**config.mk**
```make
export PLATFORM = sky130hd
export DESIGN_NAME = phong_light_accumulate
export DESIGN_NICKNAME = d
export VERILOG_FILES = /design/src/rtl/plc_pkg.sv /design/src/rtl/plc_isqrt.sv /design/src/rtl/plc_div.sv /design/src/rtl/phong_light_accumulate.sv
export VERILOG_INCLUDE_DIRS = /design/src /design/src/rtl
export SDC_FILE = /design/constraint.sdc
export NUM_CORES = 2
export LEC_CHECK = 0
export ABC_AREA = 1
export BUFFER_PORTS_ARGS = -buffer_cell sky130_fd_sc_hd__buf_2
export CORE_MARGIN = 3
export CORE_UTILIZATION = 49
export DETAILED_ROUTE_END_ITERATION = 6
export PLACE_DENSITY = 0.7
export SYNTH_ARGS = -nofsm -noshare
export SYNTH_HDL_FRONTEND = slang
export SYNTH_HIERARCHICAL = 1
export SYNTH_SLANG_ARGS = --single-unit
export TNS_END_PERCENT = 30
```
**constraint.sdc**
```tcl
create_clock -name clk -period 9.95 [get_ports clk]
set_input_delay 0.4975 -clock clk [delete_from_list [all_inputs] [get_ports clk]]
set_output_delay 0.4975 -clock clk [all_outputs]
set_load 0.005 [all_outputs]
```
**src/rtl/assert_macros.svh**
```systemverilog
// Assertion helpers shared by the RTL. Every use relies on the enclosing
// module having a clock named clk and an active-low reset named arst_n.
`ifndef ASSERT_MACROS_SVH
`define ASSERT_MACROS_SVH

// Property checked on every rising edge outside reset.
`define PLC_ASSERT(label, prop, msg) \
	label: assert property (@(posedge clk) disable iff (!arst_n) (prop)) else $error(msg);

// Consequent must hold on the edge after the antecedent.
`define PLC_ASSERT_NEXT(label, ante, cons, msg) \
	label: assert property (@(posedge clk) disable iff (!arst_n) (ante) |=> (cons)) else $error(msg);

`endif

```
**src/rtl/plc_pkg.sv**
```systemverilog
`default_nettype none
package plc_pkg;

	localparam int INTEN_W = 17;
	localparam int VEC_W   = 16;
	localparam int R_W     = 20;
	localparam int ACC_W   = 40;
	localparam int MA_W    = 36;
	localparam int MB_W    = 20;
	localparam int P_W     = MA_W + MB_W;
	localparam int SQ_W    = 40;
	localparam int ROOT_W  = SQ_W / 2;
	localparam int NUM_W   = 52;
	localparam int DEN_W   = 36;
	localparam int SUM_W   = INTEN_W + 1;

	localparam logic [INTEN_W-1:0] Q16_ONE = 17'h10000;

	typedef enum logic [2:0] {
		OP_POINT   = 3'd0,
		OP_NORMAL  = 3'd1,
		OP_VIEW    = 3'd2,
		OP_AMBIENT = 3'd3,
		OP_LIGHT   = 3'd4
	} plc_op_t;

	typedef enum logic [4:0] {
		S_IDLE,
		S_FIT,
		S_SELFDOT,
		S_SELFSQRT,
		S_LDOT,
		S_LSQRT,
		S_NLDOT,
		S_DDEN,
		S_DDIV,
		S_DTERM,
		S_DADD,
		S_SCHK,
		S_RMUL,
		S_RDIV,
		S_RRDOT,
		S_RSQRT,
		S_RVDOT,
		S_SDEN,
		S_SDIV,
		S_PSQ,
		S_PSQW,
		S_PMC,
		S_PMCW,
		S_STERM,
		S_SADD,
		S_ACC
	} plc_state_t;

	typedef struct packed {
		logic            start;
		logic [SQ_W-1:0] radicand;
	} plc_sqrt_req_t;

	typedef struct packed {
		logic             start;
		logic [NUM_W-1:0] num;
		logic [DEN_W-1:0] den;
	} plc_div_req_t;

	typedef struct packed {
		logic busy;
		logic done;
	} plc_unit_sts_t;

endpackage
`default_nettype wire

```
**src/rtl/plc_isqrt.sv**
```systemverilog
`default_nettype none
`include "assert_macros.svh"
module plc_isqrt (
	input  wire logic                    clk,
	input  wire logic                    arst_n,
	input  plc_pkg::plc_sqrt_req_t       req,
	output plc_pkg::plc_unit_sts_t       sts,
	output logic [plc_pkg::ROOT_W-1:0]   root
);
	import plc_pkg::*;

	logic [SQ_W-1:0] v_q;
	logic [SQ_W-1:0] bit_q;
	logic [SQ_W:0]   r_q;
	logic [SQ_W:0]   trial;
	logic            busy_q;
	logic            done_q;

	assign trial = r_q + {1'b0, bit_q};

	always_ff @(posedge clk or negedge arst_n) begin
		if (!arst_n) begin
			busy_q <= 1'b0;
			done_q <= 1'b0;
		end else begin
			done_q <= busy_q & bit_q[0];
			if (req.start) begin
				busy_q <= 1'b1;
			end else if (busy_q && bit_q[0]) begin
				busy_q <= 1'b0;
			end
		end
	end

	// One result bit per cycle; the trial bit walks down two places at a time.
	always_ff @(posedge clk) begin
		if (req.start) begin
			v_q   <= req.radicand;
			r_q   <= '0;
			bit_q <= SQ_W'(1) << (SQ_W - 2);
		end else if (busy_q) begin
			if ({1'b0, v_q} >= trial) begin
				v_q <= v_q - trial[SQ_W-1:0];
				r_q <= (r_q >> 1) + {1'b0, bit_q};
			end else begin
				r_q <= r_q >> 1;
			end
			bit_q <= bit_q >> 2;
		end
	end

	assign sts.busy = busy_q;
	assign sts.done = done_q;
	assign root     = r_q[ROOT_W-1:0];

	`PLC_ASSERT(a_sqrt_start_idle, req.start |-> !busy_q, "square root restarted while busy")

endmodule
`default_nettype wire

```
**src/rtl/plc_div.sv**
```systemverilog
`default_nettype none
`include "assert_macros.svh"
module plc_div (
	input  wire logic                   clk,
	input  wire logic                   arst_n,
	input  plc_pkg::plc_div_req_t       req,
	output plc_pkg::plc_unit_sts_t      sts,
	output logic [plc_pkg::NUM_W-1:0]   quot
);
	import plc_pkg::*;

	localparam int CNT_W = $clog2(NUM_W);

	logic [DEN_W-1:0] rem_q;
	logic [DEN_W-1:0] den_q;
	logic [NUM_W-1:0] nq_q;
	logic [CNT_W-1:0] cnt_q;
	logic             busy_q;
	logic             done_q;
	logic [DEN_W:0]   trial;
	logic [DEN_W:0]   diff;
	logic             fits;

	assign trial = {rem_q, nq_q[NUM_W-1]};
	assign diff  = trial - {1'b0, den_q};
	assign fits  = trial >= {1'b0, den_q};

	always_ff @(posedge clk or negedge arst_n) begin
		if (!arst_n) begin
			busy_q <= 1'b0;
			done_q <= 1'b0;
			cnt_q  <= '0;
		end else begin
			done_q <= busy_q && (cnt_q == CNT_W'(NUM_W - 1));
			if (req.start) begin
				busy_q <= 1'b1;
				cnt_q  <= '0;
			end else if (busy_q) begin
				cnt_q <= cnt_q + 1'b1;
				if (cnt_q == CNT_W'(NUM_W - 1)) begin
					busy_q <= 1'b0;
				end
			end
		end
	end

	// Restoring division: the numerator shifts out at the top while the
	// quotient bits shift in at the bottom of the same register.
	always_ff @(posedge clk) begin
		if (req.start) begin
			rem_q <= '0;
			nq_q  <= req.num;
			den_q <= req.den;
		end else if (busy_q) begin
			rem_q <= fits ? diff[DEN_W-1:0] : trial[DEN_W-1:0];
			nq_q  <= {nq_q[NUM_W-2:0], fits};
		end
	end

	assign sts.busy = busy_q;
	assign sts.done = done_q;
	assign quot     = nq_q;

	`PLC_ASSERT(a_div_start_idle, req.start |-> !busy_q, "divider restarted while busy")

endmodule
`default_nettype wire

```
**src/rtl/phong_light_accumulate.sv**
```systemverilog
`default_nettype none
`include "assert_macros.svh"
// Phong lighting accumulator for one surface point. Transactions with op 0, 1 and 2 load the
// point, the normal and the view direction (with the specular exponent); op 3 adds an ambient
// intensity and op 4 a point light, whose diffuse and specular terms are formed in Q1.16 by one
// shared multiplier, an iterative square root (one result bit a cycle) and a restoring divider (one
// quotient bit a cycle) under a sequencer; the input is stalled meanwhile.
// A normal, view or light vector is first shifted down one bit at a time until its largest
// component fits below bit 15. A shadowed light adds nothing; an unshadowed one forms the
// diffuse term (skipped when N.L is not positive) and, with a non-zero exponent, the reflected
// vector and cosine, the power one exponent bit at a time and then the specular term. On an
// ambient or light transaction flagged last the clamped sum is sent and then cleared.
module phong_light_accumulate #(
	parameter int COORD_BITS = 32,
	parameter int EXP_BITS   = 10
) (
	input  wire logic                          clk,
	input  wire logic                          arst_n,
	input  wire logic                          item_valid,
	output logic                               item_stall,
	input  wire logic [2:0]                    op,
	input  wire logic signed [COORD_BITS-1:0]  coord_x,
	input  wire logic signed [COORD_BITS-1:0]  coord_y,
	input  wire logic signed [COORD_BITS-1:0]  coord_z,
	input  wire logic [plc_pkg::INTEN_W-1:0]   light_intensity,
	input  wire logic [EXP_BITS-1:0]           specular_exp,
	input  wire logic                          shadowed,
	input  wire logic                          last_light,
	output logic                               result_valid,
	input  wire logic                          result_stall,
	output logic [plc_pkg::INTEN_W-1:0]        total_intensity
);
	import plc_pkg::*;

	localparam int FW     = COORD_BITS + 1;
	localparam int PIDX_W = $clog2(EXP_BITS);

	plc_state_t state_q, state_d;
	logic [1:0] k_q;
	logic [1:0] e;
	logic       accept;
	logic       out_free;

	logic signed [COORD_BITS-1:0] coord [3];
	logic signed [COORD_BITS-1:0] point_q [3];
	logic signed [FW-1:0]         cin [3];
	logic signed [FW-1:0]         fsrc [3];
	logic [FW-1:0]                fmag [3];
	logic [2:0]                   fsgn;
	logic [FW-1:0]                fm_q [3];
	logic [2:0]                   fs_q;
	logic                         fit_more;
	logic signed [VEC_W-1:0]      fpos [3];
	logic signed [VEC_W-1:0]      fv [3];

	logic signed [VEC_W-1:0] n_q [3];
	logic signed [VEC_W-1:0] v_q [3];
	logic signed [VEC_W-1:0] l_q [3];
	logic signed [R_W-1:0]   r_q [3];
	logic [DEN_W-1:0]        nn_q;
	logic [ROOT_W-1:0]       nlen_q, vlen_q, llen_q, rlen_q;
	logic signed [ACC_W-1:0] acc_q;
	logic signed [P_W-1:0]   prod_q;
	logic [P_W-1:0]          pm;
	logic signed [MA_W-1:0]  nl_q, rv_q;
	logic                    dz_q;
	logic [INTEN_W-1:0]      cos_q, pow_q, inten_q, rnd, cosv;
	logic [SUM_W-1:0]        sum_q;
	logic [INTEN_W-1:0]      accum_q;
	logic [EXP_BITS-1:0]     spec_q;
	logic                    last_q;
	plc_op_t                 op_q;
	logic [1:0]              ridx_q;
	logic [PIDX_W-1:0]       pidx_q;
	logic                    res_valid_q;
	logic [INTEN_W-1:0]      res_q;
	logic [SUM_W:0]          tsum;
	logic [INTEN_W-1:0]      tclamp;
	logic signed [R_W-1:0]   qs, rq;

	logic signed [MA_W-1:0] ma;
	logic signed [MB_W-1:0] mb;
	logic                   mul_en;
	plc_sqrt_req_t          sqrt_req;
	plc_div_req_t           div_req;
	plc_unit_sts_t          sqrt_sts, div_sts;
	logic [ROOT_W-1:0]      root;
	logic [NUM_W-1:0]       quot;

	plc_isqrt u_isqrt (
		.clk      (clk),
		.arst_n   (arst_n),
		.req      (sqrt_req),
		.sts      (sqrt_sts),
		.root     (root)
	);

	plc_div u_div (
		.clk      (clk),
		.arst_n   (arst_n),
		.req      (div_req),
		.sts      (div_sts),
		.quot     (quot)
	);

	assign coord[0] = coord_x;
	assign coord[1] = coord_y;
	assign coord[2] = coord_z;

	assign item_stall      = (state_q != S_IDLE);
	assign accept          = item_valid && !item_stall;
	assign out_free        = !res_valid_q || !result_stall;
	assign result_valid    = res_valid_q;
	assign total_intensity = res_q;

	// Magnitude and sign of the vector to be scaled down, taken at the input.
	always_comb begin
		for (int i = 0; i < 3; i++) begin
			cin[i]  = FW'(coord[i]);
			fsrc[i] = (op == OP_LIGHT) ? (cin[i] - FW'(point_q[i])) : cin[i];
			fmag[i] = fsrc[i][FW-1] ? FW'(-fsrc[i]) : FW'(fsrc[i]);
			fsgn[i] = (op == OP_VIEW) ? !fsrc[i][FW-1] : fsrc[i][FW-1];
			fpos[i] = signed'({1'b0, fm_q[i][14:0]});
			fv[i]   = fs_q[i] ? -fpos[i] : fpos[i];
		end
	end

	assign fit_more = (|fm_q[0][FW-1:15]) | (|fm_q[1][FW-1:15]) | (|fm_q[2][FW-1:15]);

	assign e      = (k_q == 2'd3) ? 2'd0 : k_q;
	assign rnd    = INTEN_W'((prod_q[33:0] + 34'd32768) >> 16);
	assign cosv   = dz_q ? '0 : ((quot > NUM_W'(Q16_ONE)) ? Q16_ONE : quot[INTEN_W-1:0]);
	assign pm     = prod_q[P_W-1] ? P_W'(-prod_q) : P_W'(prod_q);
	assign qs     = signed'(R_W'(quot));
	assign rq     = (nn_q == '0) ? '0 : (prod_q[P_W-1] ? -qs : qs);
	assign tsum   = (SUM_W + 1)'(accum_q) + (SUM_W + 1)'(sum_q);
	assign tclamp = (tsum > (SUM_W + 1)'(Q16_ONE)) ? Q16_ONE : tsum[INTEN_W-1:0];

	// Next state.
	always_comb begin
		state_d = state_q;
		case (state_q)
			S_IDLE: begin
				if (accept) begin
					case (plc_op_t'(op))
						OP_NORMAL, OP_VIEW: state_d = S_FIT;
						OP_AMBIENT:         state_d = S_ACC;
						OP_LIGHT:           state_d = shadowed ? S_ACC : S_FIT;
						default:            state_d = S_IDLE;
					endcase
				end
			end
			S_FIT: begin
				if (!fit_more) begin
					state_d = (op_q == OP_LIGHT) ? S_LDOT : S_SELFDOT;
				end
			end
			S_SELFDOT:  if (k_q == 2'd3) state_d = S_SELFSQRT;
			S_SELFSQRT: if (k_q != 2'd0 && sqrt_sts.done) state_d = S_IDLE;
			S_LDOT:     if (k_q == 2'd3) state_d = S_LSQRT;
			S_LSQRT:    if (k_q != 2'd0 && sqrt_sts.done) state_d = S_NLDOT;
			S_NLDOT:    if (k_q == 2'd3) state_d = S_DDEN;
			S_DDEN: begin
				state_d = (!acc_q[ACC_W-1] && acc_q != '0) ? S_DDIV : S_SCHK;
			end
			S_DDIV:     if (k_q != 2'd0 && div_sts.done) state_d = S_DTERM;
			S_DTERM:    state_d = S_DADD;
			S_DADD:     state_d = S_SCHK;
			S_SCHK:     state_d = (spec_q == '0) ? S_ACC : S_RMUL;
			S_RMUL:     state_d = S_RDIV;
			S_RDIV: begin
				if (k_q != 2'd0 && div_sts.done) begin
					state_d = (ridx_q == 2'd2) ? S_RRDOT : S_RMUL;
				end
			end
			S_RRDOT:    if (k_q == 2'd3) state_d = S_RSQRT;
			S_RSQRT:    if (k_q != 2'd0 && sqrt_sts.done) state_d = S_RVDOT;
			S_RVDOT:    if (k_q == 2'd3) state_d = S_SDEN;
			S_SDEN: begin
				state_d = (!acc_q[ACC_W-1] && acc_q != '0) ? S_SDIV : S_ACC;
			end
			S_SDIV:     if (k_q != 2'd0 && div_sts.done) state_d = S_PSQ;
			S_PSQ:      state_d = S_PSQW;
			S_PSQW: begin
				if (spec_q[pidx_q]) begin
					state_d = S_PMC;
				end else begin
					state_d = (pidx_q == '0) ? S_STERM : S_PSQ;
				end
			end
			S_PMC:      state_d = S_PMCW;
			S_PMCW:     state_d = (pidx_q == '0) ? S_STERM : S_PSQ;
			S_STERM:    state_d = S_SADD;
			S_SADD:     state_d = S_ACC;
			S_ACC:      if (!last_q || out_free) state_d = S_IDLE;
			default:    state_d = S_IDLE;
		endcase
	end

	// Operand selection for the shared multiplier and the iterative units.
	always_comb begin
		ma               = '0;
		mb               = '0;
		mul_en           = 1'b0;
		sqrt_req.start   = 1'b0;
		sqrt_req.radicand = acc_q[SQ_W-1:0];
		div_req.start    = 1'b0;
		div_req.num      = '0;
		div_req.den      = prod_q[DEN_W-1:0];
		case (state_q)
			S_SELFDOT: begin
				mul_en = (k_q != 2'd3);
				if (op_q == OP_NORMAL) begin
					ma = MA_W'(n_q[e]);
					mb = MB_W'(n_q[e]);
				end else begin
					ma = MA_W'(v_q[e]);
					mb = MB_W'(v_q[e]);
				end
			end
			S_LDOT: begin
				mul_en = (k_q != 2'd3);
				ma     = MA_W'(l_q[e]);
				mb     = MB_W'(l_q[e]);
			end
			S_NLDOT: begin
				mul_en = (k_q != 2'd3);
				ma     = MA_W'(n_q[e]);
				mb     = MB_W'(l_q[e]);
			end
			S_RRDOT: begin
				mul_en = (k_q != 2'd3);
				ma     = MA_W'(r_q[e]);
				mb     = MB_W'(r_q[e]);
			end
			S_RVDOT: begin
				mul_en = (k_q != 2'd3);
				ma     = MA_W'(r_q[e]);
				mb     = MB_W'(v_q[e]);
			end
			S_SELFSQRT, S_LSQRT, S_RSQRT: begin
				sqrt_req.start = (k_q == 2'd0);
			end
			S_DDEN: begin
				mul_en = 1'b1;
				ma     = signed'(MA_W'(nlen_q));
				mb     = signed'(MB_W'(llen_q));
			end
			S_DDIV: begin
				div_req.start = (k_q == 2'd0);
				div_req.num   = NUM_W'(unsigned'(nl_q)) << 16;
			end
			S_DTERM: begin
				mul_en = 1'b1;
				ma     = signed'(MA_W'(inten_q));
				mb     = signed'(MB_W'(cos_q));
			end
			S_RMUL: begin
				mul_en = 1'b1;
				ma     = nl_q;
				mb     = MB_W'(n_q[ridx_q]);
			end
			S_RDIV: begin
				div_req.start = (k_q == 2'd0);
				div_req.num   = {pm[NUM_W-2:0], 1'b0};
				div_req.den   = nn_q;
			end
			S_SDEN: begin
				mul_en = 1'b1;
				ma     = signed'(MA_W'(rlen_q));
				mb     = signed'(MB_W'(vlen_q));
			end
			S_SDIV: begin
				div_req.start = (k_q == 2'd0);
				div_req.num   = NUM_W'(unsigned'(rv_q)) << 16;
			end
			S_PSQ: begin
				mul_en = 1'b1;
				ma     = signed'(MA_W'(pow_q));
				mb     = signed'(MB_W'(pow_q));
			end
			S_PMC: begin
				mul_en = 1'b1;
				ma     = signed'(MA_W'(pow_q));
				mb     = signed'(MB_W'(cos_q));
			end
			S_STERM: begin
				mul_en = 1'b1;
				ma     = signed'(MA_W'(inten_q));
				mb     = signed'(MB_W'(pow_q));
			end
			default: begin
				mul_en = 1'b0;
			end
		endcase
	end

	// Sequencer and the state that persists between transactions.
	always_ff @(posedge clk or negedge arst_n) begin
		if (!arst_n) begin
			state_q     <= S_IDLE;
			k_q         <= '0;
			res_valid_q <= 1'b0;
			nn_q        <= '0;
			nlen_q      <= '0;
			vlen_q      <= '0;
			spec_q      <= '0;
			accum_q     <= '0;
			for (int i = 0; i < 3; i++) begin
				point_q[i] <= '0;
				n_q[i]     <= '0;
				v_q[i]     <= '0;
			end
		end else begin
			state_q <= state_d;
			if (state_d != state_q) begin
				k_q <= '0;
			end else if (k_q != 2'd3) begin
				k_q <= k_q + 1'b1;
			end

			if (res_valid_q && !result_stall) begin
				res_valid_q <= 1'b0;
			end

			case (state_q)
				S_IDLE: begin
					if (accept && op == OP_POINT) begin
						for (int i = 0; i < 3; i++) begin
							point_q[i] <= coord[i];
						end
					end
					if (accept && op == OP_VIEW) begin
						spec_q <= specular_exp;
					end
				end
				S_FIT: begin
					if (!fit_more && op_q == OP_NORMAL) begin
						for (int i = 0; i < 3; i++) begin
							n_q[i] <= fv[i];
						end
					end
					if (!fit_more && op_q == OP_VIEW) begin
						for (int i = 0; i < 3; i++) begin
							v_q[i] <= fv[i];
						end
					end
				end
				S_SELFSQRT: begin
					if (k_q == 2'd0 && op_q == OP_NORMAL) begin
						nn_q <= acc_q[DEN_W-1:0];
					end
					if (k_q != 2'd0 && sqrt_sts.done) begin
						if (op_q == OP_NORMAL) begin
							nlen_q <= root;
						end else begin
							vlen_q <= root;
						end
					end
				end
				S_ACC: begin
					if (!last_q) begin
						accum_q <= tclamp;
					end else if (out_free) begin
						accum_q     <= '0;
						res_valid_q <= 1'b1;
					end
				end
				default: begin
					accum_q <= accum_q;
				end
			endcase
		end
	end

	// Working registers of one transaction.
	always_ff @(posedge clk) begin
		if (accept) begin
			inten_q <= light_intensity;
			last_q  <= last_light;
			op_q    <= plc_op_t'(op);
			sum_q   <= (op == OP_AMBIENT) ? SUM_W'(light_intensity) : '0;
			fs_q    <= fsgn;
			for (int i = 0; i < 3; i++) begin
				fm_q[i] <= fmag[i];
			end
		end

		if (mul_en) begin
			prod_q <= ma * mb;
		end

		case (state_q)
			S_FIT: begin
				if (fit_more) begin
					for (int i = 0; i < 3; i++) begin
						fm_q[i] <= fm_q[i] >> 1;
					end
				end else if (op_q == OP_LIGHT) begin
					for (int i = 0; i < 3; i++) begin
						l_q[i] <= fv[i];
					end
				end
			end
			S_SELFDOT, S_LDOT, S_NLDOT, S_RRDOT, S_RVDOT: begin
				if (k_q == 2'd0) begin
					acc_q <= '0;
				end else begin
					acc_q <= acc_q + signed'(prod_q[ACC_W-1:0]);
				end
			end
			S_LSQRT: begin
				if (k_q != 2'd0 && sqrt_sts.done) begin
					llen_q <= root;
				end
			end
			S_RSQRT: begin
				if (k_q != 2'd0 && sqrt_sts.done) begin
					rlen_q <= root;
				end
			end
			S_DDEN: begin
				nl_q <= acc_q[MA_W-1:0];
			end
			S_DDIV: begin
				if (k_q == 2'd0) begin
					dz_q <= (prod_q[DEN_W-1:0] == '0);
				end else if (div_sts.done) begin
					cos_q <= cosv;
				end
			end
			S_DADD, S_SADD: begin
				sum_q <= sum_q + SUM_W'(rnd);
			end
			S_SCHK: begin
				ridx_q <= '0;
			end
			S_RDIV: begin
				// A zero normal leaves the reflected vector as the negated light vector.
				if (k_q != 2'd0 && div_sts.done) begin
					r_q[ridx_q] <= rq - R_W'(l_q[ridx_q]);
					ridx_q      <= ridx_q + 1'b1;
				end
			end
			S_SDEN: begin
				rv_q <= acc_q[MA_W-1:0];
			end
			S_SDIV: begin
				if (k_q == 2'd0) begin
					dz_q <= (prod_q[DEN_W-1:0] == '0);
				end else if (div_sts.done) begin
					cos_q  <= cosv;
					pow_q  <= Q16_ONE;
					pidx_q <= PIDX_W'(EXP_BITS - 1);
				end
			end
			S_PSQW: begin
				pow_q <= rnd;
				if (!spec_q[pidx_q] && pidx_q != '0) begin
					pidx_q <= pidx_q - 1'b1;
				end
			end
			S_PMCW: begin
				pow_q <= rnd;
				if (pidx_q != '0) begin
					pidx_q <= pidx_q - 1'b1;
				end
			end
			S_ACC: begin
				if (last_q && out_free) begin
					res_q <= tclamp;
				end
			end
			default: begin
				dz_q <= dz_q;
			end
		endcase
	end

	`PLC_ASSERT(a_result_from_acc, $rose(res_valid_q) |-> $past(state_q == S_ACC),
		"result raised outside the accumulate step")
	`PLC_ASSERT_NEXT(a_emit_clears, state_q == S_ACC && last_q && out_free,
		accum_q == '0 && res_valid_q, "emitted sum not cleared")
	`PLC_ASSERT(a_idle_units_quiet, state_q == S_IDLE |-> !sqrt_sts.busy && !div_sts.busy,
		"arithmetic unit busy while accepting transactions")

endmodule
`default_nettype wire

```
==> metrics.log <==
[metrics] die width: 459 um
[metrics] number of vias per cell after detailed routing: 5.47
[metrics] fill cell instance count of the final layout: 19500
[metrics] reg2reg setup slack: 0.41 ns
[metrics] Fmax: 105 MHz
[metrics] Iter 0 DRT Violations: 9961
[metrics] worst path required time: 10.52 ns
[metrics] number of core rows: 165
[metrics] share of the cycle needed by the critical path after routing: 95.8%
[metrics] Critical Path End Type: register
[metrics] Finish-stage setup viols: 0
[metrics] clock tree root buffer cell: sky130_fd_sc_hd__clkbuf_16
[metrics] Leak: 56.5 nW
[metrics] combinational group share of total power: 66.6%
[metrics] number of violations of the max-capacitance limit: 0
[metrics] maximum fanout along the worst path: 68
[metrics] Chip Height: 459 um
[metrics] Clock Path Buffers: 3
[metrics] CTS Buf Count: 121
[metrics] slowest stage cell, crit path: sky130_fd_sc_hd__o21ai_0
[metrics] die area: 211000 um2
[metrics] CTS HTree Levels: 3
[metrics] largest net degree at the start of global routing: 100
[metrics] Layout area overhead: 9.04%
[metrics] final core area utilization: 54.0%
[metrics] internal portion of total power: 18.0 mW
[metrics] port buffer count: 150
[metrics] Syn Inst Count: 13800
[metrics] arrival time of data at the critical path endpoint: 10.11 ns
[metrics] Top Ports: 151
[metrics] grt total ovfl: 0
[metrics] Clk network pwr share: 12.0%
[metrics] wirelength, routed: 347000 um
[metrics] remaining number of nets flagged by the antenna check after routing: 0
[metrics] Fin Clk Skew: 0.0646 ns
[metrics] overall via count from detail_route: 91300
[metrics] delay contributed by the slowest stage of the critical path: 0.83 ns
[metrics] Slew @ Worst Pin: 1.21 ns
[metrics] Reg power frac: 21.5%
[metrics] average cell area after synthesis: 7.31 um2
[metrics] peak supply drop: 0.000211 V
[metrics] net switching power: 21.0 mW
[metrics] Initial Util: 49.5%
[metrics] average wire per standard cell: 20.8 um
[metrics] cell type with the highest occurrence count on the critical path: sky130_fd_sc_hd__fa_1
[metrics] netlist area before placement: 101000 um2
[metrics] first-pass GRT wire length: 525000 um
[metrics] non-filler cells in the finished layout: 16700
[metrics] worst hold path type: primary input to register
[metrics] total global routing track utilization: 32.3%
[metrics] number of pins exceeding their max-slew limit in the final report: 0
[metrics] DRC Markers: 13
[metrics] post-place instance area: 105000 um2
[metrics] placed cells: 16300
[metrics] Startpoint Class: register
[metrics] CTS clock-pin slew for the worst setup and hold paths: 0.06 ns
[metrics] total number of clock tree sinks: 1051
[metrics] unrepaired setup endpoints after global routing: true
[metrics] violations in the final reports: DRC
[metrics] fraction of final layout cells sized beyond drive strength 1: 5.66%
[metrics] Net Sw Frac: 53.8%
[metrics] Slew Limit Headroom: 19.3%
[metrics] clock network latency to the later pin of the worst-skew pair: 0.84 ns
[metrics] via count of the first global-routing pass: 87300
[metrics] total non-filler cell area in the finished layout: 110000 um2
[metrics] power density over the cells: 355 nW/um2
[metrics] net count after synthesis: 15100
[metrics] net total in the final layout: 15200
[metrics] TritonCTS clock tree: done
[metrics] Yosys warnings: 6
[metrics] number of iterations in the first detailed-routing pass: 7
[metrics] status: finished with violations
[metrics] minimum clock period after layout: 9.54 ns
[metrics] RePlAce Congestion: 1.02
[metrics] post-detailed-placement half-perimeter wirelength: 275000 um
[metrics] Hold Fails Final Rpt: 0
[metrics] number of antenna violations at the first check in global routing: 10
[metrics] core outline area: 203000 um2
[metrics] critical setup path kind: register to register
placed cells by master (no fill, tap or decap), types with 55 or more instances in the layout:
cell type,n
sky130_fd_sc_hd__nor4_1,67
sky130_fd_sc_hd__clkbuf_16,121
sky130_fd_sc_hd__xnor2_1,141
sky130_fd_sc_hd__o211ai_1,61
sky130_fd_sc_hd__a31oi_1,55
sky130_fd_sc_hd__a21oi_1,631
sky130_fd_sc_hd__nand4_1,207
sky130_fd_sc_hd__dfxtp_1,99
sky130_fd_sc_hd__xor2_1,215
sky130_fd_sc_hd__ha_1,464
sky130_fd_sc_hd__inv_1,2807
sky130_fd_sc_hd__fa_1,717
sky130_fd_sc_hd__nand2_1,3816
sky130_fd_sc_hd__o21ai_0,721
sky130_fd_sc_hd__dfrtp_1,312
sky130_fd_sc_hd__nor2_1,1048
sky130_fd_sc_hd__buf_4,174
sky130_fd_sc_hd__nand3_1,527
sky130_fd_sc_hd__dlygate4sd3_1,115
sky130_fd_sc_hd__buf_2,149
sky130_fd_sc_hd__a221oi_1,55
sky130_fd_sc_hd__nor3_1,139
sky130_fd_sc_hd__edfxtp_1,639
stage by stage:
stage,TNS [ns],hold WS (ns),power (mW),setup slack (ns)
2_1_floorplan,0,0.202,25.9,1.03
3_3_place_gp,-0.464,0.458,33.7,-0.135
3_5_place_dp,-1.84,0.464,33.9,-0.277
4_1_cts,0,0.00310,38.7,0.0263
5_1_grt,-0.0285,0.00286,42.3,-0.0168
6_report,0,0.0462,39.0,0.414
state kept, by name, summed over array words and instances, names as in the netlist, 40 cells and up, named ones only:
register     cells
acc_q           40
fm_q            99
l_q             48
n_q             48
point_q         96
prod_q          52
r_q             60
u_div/quot      52
u_isqrt/r_q     41
u_isqrt/v_q     40
v_q             48
per-layer routing:
layer | part of all wire, % | track usage, % | vias up
li1 | - | - | 43400
met1 | 40 | 42.5 | 43100
met2 | 45 | 51.7 | 4038
met3 | 9.4 | 6.45 | 759
met4 | 5.3 | 14.4 | 8
met5 | 0.014 | 0 | -
power by group through the flow:
| stage | Clock, mW | Sequential, mW | Combinational [mW] |
|---|---|---|---|
| 3_5_place_dp | 0 | 8.38 | 25.5 |
| 6_report | 4.66 | 8.37 | 26.0 |
| 5_1_grt | 4.88 | 8.44 | 29.0 |
| 3_3_place_gp | 0 | 8.37 | 25.3 |
| 4_1_cts | 4.72 | 8.31 | 25.6 |
| 2_1_floorplan | 0 | 7.59 | 18.3 |
layout make-up:
type | count | area, um2 | area share, %
Tap cell | 2672 | 3340 | 3.04
Clock buffer | 154 | 3270 | 2.98
Timing Repair Buffer | 459 | 3610 | 3.29
Clock inverter | 77 | 815 | 0.742
Antenna cell | 8 | 20.0 | 0.0182
Inverter | 2856 | 10700 | 9.77
Multi-Input combinational cell | 9423 | 59000 | 53.8
Sequential cell | 1051 | 29000 | 26.4
final timing paths:
kind / cells past startpoint / start / endpoint
min in group asynchronous: 2 / arst_n / point_q[37]
worst min-delay path: 2 / specular_exp[3] / spec_q[3]
max in group asynchronous: 4 / arst_n / point_q[83]
worst min register to register: 2 / u_div/rem_q[26] / u_div/rem_q[26]
worst max register to register: 31 / k_q[0] / prod_q[44]
worst max-delay path: 31 / k_q[0] / prod_q[44]
timing repair:
item / in CTS / in global routing
resized for setup: 2 / 7
buffers inserted: 0 / 1
pin swaps: 0 / 0
cloned: 0 / 0
hold buffers: 115 / 0
hold endpoints to repair: 186 / 0
setup endpoints to repair: 10 / 16
worst max-delay path: cells and delay by family (launching register included):
| kind | cells | cell delay, ns |
|---|---|---|
| buffers and inverters | 10 | 1.67 |
| adders and majority gates | 9 | 4.32 |
| DFF | 1 | 0.40 |
| and+or+nand+nor | 7 | 1.33 |
| AOI/OAI and AO/OA | 4 | 1.32 |
| xor gates and xnor gates | 1 | 0.14 |
Power figures use the tool's default switching activity.
